File: src/design/wbd_pkg.sv
// Package for the window beat detector: shared types and constants.
// No dependencies.
package wbd_pkg;

  localparam int unsigned SAMPLE_W = 8;
  localparam logic [SAMPLE_W-1:0] RISE_LIMIT_RST = 8'd60;

  typedef logic [SAMPLE_W-1:0] sample_t;

  typedef enum logic [1:0] {
    ST_IDLE,
    ST_SCAN,
    ST_EVAL
  } wbd_state_t;

  typedef struct packed {
    logic vld;
    logic first;
    logic second;
  } scan_ctrl_t;

endpackage

File: src/design/window_beat_detector.sv
// Window beat detector top level: sequencer, window pointers and result register.
// Depends on wbd_pkg, wbd_ram and wbd_scan.
//
// Usage:
//   Input channel in_*: one 8-bit level sample per word. The sample is written
//   into a circular window memory of WINDOW_DEPTH entries, then the filled
//   entries are read back newest first, one per cycle, through the scan unit.
//   Result channel out_*: one word per sample, bit 0 the beat flag.
//   Configuration: cfg_wr_en with cfg_wr_data writes rise_limit (reset 60).
//   Flow: a new sample is taken only once the previous one is through; in_tready
//   is high only while the sequencer is idle.
//   Reset (rst_n low, synchronous): the window is empty, no result is pending.
//   Stall: a finished result holds in the output register; if the next one is
//   done before the receiver takes it, the sequencer waits and in_tready stays
//   low.
module window_beat_detector #(
  parameter int unsigned WINDOW_DEPTH = 32
) (
  input  logic             clk,
  input  logic             rst_n,
  input  logic             in_tvalid,
  output logic             in_tready,
  input  logic [7:0]       in_tdata,    // [7:0] sample
  output logic             out_tvalid,
  input  logic             out_tready,
  output logic [7:0]       out_tdata,   // [0] beat, [7:1] zero
  input  logic             cfg_wr_en,
  input  wbd_pkg::sample_t cfg_wr_data
);
  import wbd_pkg::*;

  localparam int unsigned AW = (WINDOW_DEPTH > 1) ? $clog2(WINDOW_DEPTH) : 1;
  localparam int unsigned CW = $clog2(WINDOW_DEPTH + 1);
  localparam logic [AW-1:0] LAST_ADDR = AW'(WINDOW_DEPTH - 1);
  localparam logic [CW-1:0] FULL_CNT  = CW'(WINDOW_DEPTH);

  wbd_state_t state_r, state_nxt;

  logic [AW-1:0] head_r, head_nxt, rd_ptr_r;
  logic [CW-1:0] fill_r, issue_cnt_r, proc_cnt_r;
  logic          data_vld_r;
  sample_t       cur_r, rise_limit_r;
  logic          out_tvalid_r, out_beat_r;

  logic          in_acc, rd_en, out_load, scan_done;
  scan_ctrl_t    sctrl;
  sample_t       rd_data, lo, hi, best, prev;
  sample_t       mid, rise;
  logic          beat;

  assign in_acc    = in_tvalid && in_tready;
  assign head_nxt  = (head_r == LAST_ADDR) ? '0 : head_r + 1'b1;
  assign scan_done = data_vld_r && (proc_cnt_r == fill_r - 1'b1);

  always_comb begin
    state_nxt = state_r;
    case (state_r)
      ST_IDLE: begin
        if (in_tvalid) begin
          state_nxt = ST_SCAN;
        end
      end
      ST_SCAN: begin
        if (scan_done) begin
          state_nxt = ST_EVAL;
        end
      end
      ST_EVAL: begin
        if (!out_tvalid_r || out_tready) begin
          state_nxt = ST_IDLE;
        end
      end
      default: state_nxt = ST_IDLE;
    endcase
  end

  always_comb begin
    in_tready = 1'b0;
    rd_en     = 1'b0;
    out_load  = 1'b0;
    case (state_r)
      ST_IDLE: in_tready = 1'b1;
      ST_SCAN: rd_en     = (issue_cnt_r < fill_r);
      ST_EVAL: out_load  = !out_tvalid_r || out_tready;
      default: ;
    endcase
  end

  always_ff @(posedge clk) begin
    if (!rst_n) begin
      state_r      <= ST_IDLE;
      head_r       <= '0;
      fill_r       <= '0;
      data_vld_r   <= 1'b0;
      out_tvalid_r <= 1'b0;
      rise_limit_r <= RISE_LIMIT_RST;
    end else begin
      state_r    <= state_nxt;
      data_vld_r <= rd_en;
      if (in_acc) begin
        head_r <= head_nxt;
        if (fill_r != FULL_CNT) begin
          fill_r <= fill_r + 1'b1;
        end
      end
      if (out_load) begin
        out_tvalid_r <= 1'b1;
      end else if (out_tready) begin
        out_tvalid_r <= 1'b0;
      end
      if (cfg_wr_en) begin
        rise_limit_r <= cfg_wr_data;
      end
    end
  end

  always_ff @(posedge clk) begin
    if (in_acc) begin
      rd_ptr_r    <= head_nxt;
      issue_cnt_r <= '0;
      proc_cnt_r  <= '0;
      cur_r       <= in_tdata;
    end else begin
      if (rd_en) begin
        rd_ptr_r    <= (rd_ptr_r == '0) ? LAST_ADDR : rd_ptr_r - 1'b1;
        issue_cnt_r <= issue_cnt_r + 1'b1;
      end
      if (data_vld_r) begin
        proc_cnt_r <= proc_cnt_r + 1'b1;
      end
    end
    if (out_load) begin
      out_beat_r <= beat;
    end
  end

  wbd_ram #(
    .DEPTH (WINDOW_DEPTH),
    .AW    (AW)
  ) u_ram (
    .clk   (clk),
    .we    (in_acc),
    .waddr (head_nxt),
    .wdata (in_tdata),
    .re    (rd_en),
    .raddr (rd_ptr_r),
    .rdata (rd_data)
  );

  assign sctrl.vld    = data_vld_r;
  assign sctrl.first  = (proc_cnt_r == '0);
  assign sctrl.second = (proc_cnt_r == CW'(1));

  wbd_scan u_scan (
    .clk  (clk),
    .ctrl (sctrl),
    .data (rd_data),
    .lo   (lo),
    .hi   (hi),
    .best (best),
    .prev (prev)
  );

  assign mid  = lo + ((hi - lo) >> 1);
  assign rise = (cur_r > prev) ? cur_r - prev : '0;
  assign beat = (cur_r > mid) && (prev < mid) && (rise > (best >> 1))
                && (rise > rise_limit_r);

  assign out_tvalid = out_tvalid_r;
  assign out_tdata  = {7'b0, out_beat_r};

endmodule

File: src/design/wbd_ram.sv
// Window sample memory: one write port and one registered read port.
// Depends on wbd_pkg.
module wbd_ram #(
  parameter int unsigned DEPTH = 32,
  parameter int unsigned AW    = 5
) (
  input  logic            clk,
  input  logic            we,
  input  logic [AW-1:0]   waddr,
  input  wbd_pkg::sample_t wdata,
  input  logic            re,
  input  logic [AW-1:0]   raddr,
  output wbd_pkg::sample_t rdata
);
  import wbd_pkg::*;

  sample_t mem [DEPTH];
  sample_t rdata_r;

  always_ff @(posedge clk) begin
    if (we) begin
      mem[waddr] <= wdata;
    end
  end

  always_ff @(posedge clk) begin
    if (re) begin
      rdata_r <= mem[raddr];
    end
  end

  assign rdata = rdata_r;

endmodule

File: src/design/wbd_scan.sv
// Shared scan unit: min, max, largest older-minus-newer step and previous sample.
// Takes one window word per cycle, newest first. Depends on wbd_pkg.
module wbd_scan (
  input  logic              clk,
  input  wbd_pkg::scan_ctrl_t ctrl,
  input  wbd_pkg::sample_t  data,
  output wbd_pkg::sample_t  lo,
  output wbd_pkg::sample_t  hi,
  output wbd_pkg::sample_t  best,
  output wbd_pkg::sample_t  prev
);
  import wbd_pkg::*;

  sample_t lo_r, hi_r, best_r, prev_r, last_r;
  sample_t lo_nxt, hi_nxt, best_nxt, prev_nxt;
  sample_t step;

  always_comb begin
    step     = data - last_r;
    lo_nxt   = lo_r;
    hi_nxt   = hi_r;
    best_nxt = best_r;
    prev_nxt = prev_r;
    if (ctrl.first) begin
      lo_nxt   = data;
      hi_nxt   = data;
      best_nxt = '0;
      prev_nxt = '0;
    end else begin
      if (data < lo_r) begin
        lo_nxt = data;
      end
      if (data > hi_r) begin
        hi_nxt = data;
      end
      if (data > last_r && step > best_r) begin
        best_nxt = step;
      end
      if (ctrl.second) begin
        prev_nxt = data;
      end
    end
  end

  always_ff @(posedge clk) begin
    if (ctrl.vld) begin
      lo_r   <= lo_nxt;
      hi_r   <= hi_nxt;
      best_r <= best_nxt;
      prev_r <= prev_nxt;
      last_r <= data;
    end
  end

  assign lo   = lo_r;
  assign hi   = hi_r;
  assign best = best_r;
  assign prev = prev_r;

endmodule

File: config.mk
export PLATFORM = sky130hd
export DESIGN_NAME = window_beat_detector
export DESIGN_NICKNAME = d
export VERILOG_FILES = /design/src/design/wbd_pkg.sv /design/src/design/window_beat_detector.sv /design/src/design/wbd_ram.sv /design/src/design/wbd_scan.sv
export SDC_FILE = /design/constraint.sdc
export NUM_CORES = 1
export LEC_CHECK = 0
export CAP_MARGIN = 20
export CORE_MARGIN = 5
export CORE_UTILIZATION = 49
export CTS_CLUSTER_SIZE = 16
export DETAILED_ROUTE_END_ITERATION = 12
export DONT_BUFFER_PORTS = 1
export PLACE_DENSITY = 0.66
export SKIP_LAST_GASP = 1
export SYNTH_ARGS = -nofsm -noshare
export SYNTH_HDL_FRONTEND = slang
export SYNTH_SLANG_ARGS = --single-unit
export TNS_END_PERCENT = 1
File: constraint.sdc
create_clock -name clk -period 4.05 [get_ports clk]
set_input_delay 0.405 -clock clk [delete_from_list [all_inputs] [get_ports clk]]
set_output_delay 0.405 -clock clk [all_outputs]
set_load 0.02 [all_outputs]
==> flow_metrics.env <==
export IMPL_portBuffers=0
export IMPL_cts_inserted_buffers=38
export IMPL_post_drt_wl_per_cell_um=20.6
export IMPL_endpoint_kind="flip-flop"
export IMPL_finalHoldViolations=0
export IMPL_path_class="flip-flop to flip-flop"
export IMPL_synth_area_leaders="edfxtp_1 59%, mux4_2 11%, ha_1 7.2%, dfxtp_1 4.3%, inv_1 1.7%"
export IMPL_r2r_end="out_beat_r$_DFFE_PP_"
export IMPL_dpl_hpwl_um=21100
export IMPL_p_leak_uw=0.00657
export IMPL_io_pins=31
export IMPL_grt_max_degree=67
export IMPL_syn_instance_count=1060
export IMPL_ys_seq_area_share_pct=62.9
export IMPL_cp_cell_sequence="nand2b_4 -> fa_2 -> ha_1 -> inv_1 -> fa_2 -> nor2b_2 -> o21ai_0 -> a21o_4 -> ha_4 -> mux2i_1 -> a21oi_1 -> maj3_2 -> maj3_2 -> nand2b_1 -> a21oi_1 -> o21ba_1"
export IMPL_crit_path_start="u_scan.hi[0]$_DFFE_PP_"
export IMPL_synth_xor_area_share_pct=2.04
export IMPL_fin_skew_ns=0.0333
export IMPL_hold_ws_ns=0.0168
export IMPL_synthToLayoutAreaGrowth_pct=13.0
export IMPL_htreeDepth=2
export IMPL_synth_top_family_by_area="multiplexers"
export IMPL_dieArea_um2=37000
export IMPL_synthMuxAreaShare_pct=12.3
export IMPL_synth_edf_count=318
export IMPL_drtPass1Iterations=5
export IMPL_cp_arrival_ns=4.12
export IMPL_via_per_inst=5.54
export IMPL_min_period_over_period_pct=94.9
export IMPL_ys_types=61
export IMPL_overflow=0
export IMPL_antenna_found_initial=0
export IMPL_power_uw=9060
export IMPL_track_usage_pct=17.8
export IMPL_crit_family="adder cells"
export IMPL_cp_endpoint="out_beat_r$_DFFE_PP_"
export IMPL_fmax_mhz=260
export IMPL_synth_seq_cells=353
export IMPL_r2r_start="u_scan.hi[0]$_DFFE_PP_"
export IMPL_cp_depth=16
export IMPL_grt_pass1_vias=8675
export IMPL_synth_compound_area_share_pct=5.14
export IMPL_die_h_um=192
export IMPL_cpMaxStageDelayCell="fa_2"
export IMPL_drive_above_1_share_pct=17.3
export IMPL_min_period_ns=3.84
export IMPL_drt_iter0_markers=638
export IMPL_synth_common_cells="318 x edfxtp_1, 94 x ha_1, 80 x mux4_2, 75 x inv_1, 74 x nor2_1"
export IMPL_netlist_area_um2=16300
export IMPL_drv_cap=0
export IMPL_rsz0062_at_grt="false"
export IMPL_routed_wirelength_um=32400
export IMPL_globalplace_congestion=0.815
export IMPL_clk_pin_slew_ns=0.06
export IMPL_finalNetCount=1219
export IMPL_ys_flop_type="edfxtp_1"
export IMPL_ant_nets=0
export IMPL_maxSlewHeadroom_pct=32.8
export IMPL_core_area_um2=32700
export IMPL_outcome="finished, final reports clean"
export IMPL_synth_top_cell_area_share_pct=58.6
export IMPL_worstMarginPinSlew_ns=1.01
export IMPL_yosysWarningCount=0
export IMPL_ir_worst_vdd_mv=0.386
export IMPL_seqCellArea_um2=10200
export IMPL_slowest_delay_ns=0.52
export IMPL_maxSlewViolCount=0
export IMPL_drc_errors=0
export IMPL_crit_buf_inv=1
export IMPL_cts_tree="done"
export IMPL_vias=8698
export IMPL_die_x_um=192
export IMPL_cp_max_fo=2
export IMPL_grt_pass1_wl_um=50300
export IMPL_crit_required_ns=4.33
export IMPL_multi_input_area_um2=5680
export IMPL_powerDensity_nw_per_um2=492
export IMPL_clock_path_buffers=3
export IMPL_clock_sinks=353
export IMPL_clk_latency_ns=0.53
export IMPL_cp_start_kind="flip-flop"
export IMPL_synth_simple_area_share_pct=6.73
export IMPL_avgSynthCellArea_um2=15.4
export IMPL_rows=66
export IMPL_min_path_type="input port to flip-flop"
export IMPL_setup_violations=0
export IMPL_fill_cells=2554
export IMPL_ys_async_sr_fraction_pct=0
export IMPL_reg2regPathDepth=16
export IMPL_diodes=0
export IMPL_synth_largest_area_cell="edfxtp_1"
export IMPL_rrSetupSlack_ns=0.21
export IMPL_synthAdderAreaFrac_pct=7.97
export IMPL_post_synth_top_count_cell="edfxtp_1"
export IMPL_cts_root_buf="clkbuf_16"
export IMPL_start_util_pct=49.9
-- worst min path at each step --
stage,cells past startpoint,to,start,slack (ns)
floorplan,1,issue_cnt_r[5]$_SDFFE_PP0P_,issue_cnt_r[5]$_SDFFE_PP0P_,0.44
global placement,1,issue_cnt_r[5]$_SDFFE_PP0P_,issue_cnt_r[5]$_SDFFE_PP0P_,0.46
detailed placement,2,head_r[4]$_SDFFE_PN0P_,head_r[4]$_SDFFE_PN0P_,0.47
CTS,1,rise_limit_r[0]$_SDFFE_PN0P_,rst_n,0.0001
global route,1,head_r[0]$_SDFFE_PN0P_,rst_n,0.002
finish,2,rise_limit_r[3]$_SDFFE_PN1P_,cfg_wr_en,0.02
-- timing repair --
item                                    4_1_cts  5_1_grt
setup buffers                                 2        2
pin swaps                                     1       12
endpoints found under the setup margin        1        1
endpoints found under the hold margin       278        1
gates resized for setup                       1       14
hold buffers                                 11        1
-- placed cells by master (no fill, tap or decap), types with 7 or more instances in the layout --
master	n
clkbuf_1	8
o21ai_0	31
nand3_1	13
buf_12	10
mux4_2	80
buf_4	20
mux2i_1	12
edfxtp_1	318
nand2_1	41
mux2_2	8
clkinv_2	7
a21oi_1	28
xnor2_1	24
nand2b_1	16
inv_1	74
dfxtp_1	35
nor2b_1	20
and2_1	21
ha_1	92
o211ai_1	8
nor2_1	74
clkbuf_16	38
a21o_1	14
conb_1	7
nand4_1	16
xor2_1	13
-- routing by layer --
metal	share of wire [%]	up-vias	wire [µm]	track usage (%)
met5	0	-	0	0
met4	2.0	0	638	4.31
met3	4.5	46	1470	2.53
met2	48	210	15600	28.9
met1	45	4332	14700	25.6
li1	-	4110	-	-
-- cell families (layout without fill, tap and decap cells) --
logic type                 count (synthesis)  count (layout)
DFF                                      353             353
and+or+nand+nor                          224             224
AOI/OAI and AO/OA                        127             127
buffers and inverters                    115             178
adders and majority gates                102             102
muxes                                    100             100
xor gates and xnor gates                  38              38
other                                      1               7
-- power breakdown --
group          internal (µW)  switching, µW  total [µW]
Clock                   2070           1400        3460
Sequential              4070           79.5        4150
Combinational            707            741        1450
Total                   6840           2220        9060
-- sequential cells by signal, summed over array words and instances (netlist names), 5 cells and up --
signal         flops
u_ram.mem        256
cur_r              8
rise_limit_r       8
u_ram.rdata        8
u_scan.best        8
u_scan.hi          8
u_scan.last_r      8
u_scan.lo          8
u_scan.prev        8
fill_r             6
issue_cnt_r        6
proc_cnt_r         6
head_r             5
rd_ptr_r           5
-- area by class of cell --
class / instances / share of cell area (%)
Sequential cell: 353 / 55.7
Clock buffer: 46 / 5.33
Tap cell: 442 / 3.00
Inverter: 75 / 1.53
Clock inverter: 23 / 1.51
Timing Repair Buffer: 34 / 2.12
Multi-Input combinational cell: 598 / 30.9
-- through the flow --
step                      utilization [%]  TNS (ns)  instance area, µm²  setup WS (ns)  cells
after floorplan                         -         0               16300          0.141   1066
after global placement               51.5         0               16800         0.0383   1486
after detailed placement             51.5   -0.0286               16800        -0.0286   1486
after CTS                            56.0         0               18300         0.0240   1568
after global routing                 56.3         0               18400         0.0319   1571
final                                56.3         0               18400          0.209   1571
-- worst register-to-register path: cells and delay by family, from the launching register on --
family	cells	cell delay (ns)
buffers and inverters	1	0.06
adder cells (fa/ha/maj)	6	1.95
AO/OA/AOI/OAI	5	0.64
AND/OR/NAND/NOR	3	0.40
flip-flops	1	0.41
multiplexers	1	0.18
Note: power is estimated with default switching activity, not from simulation.
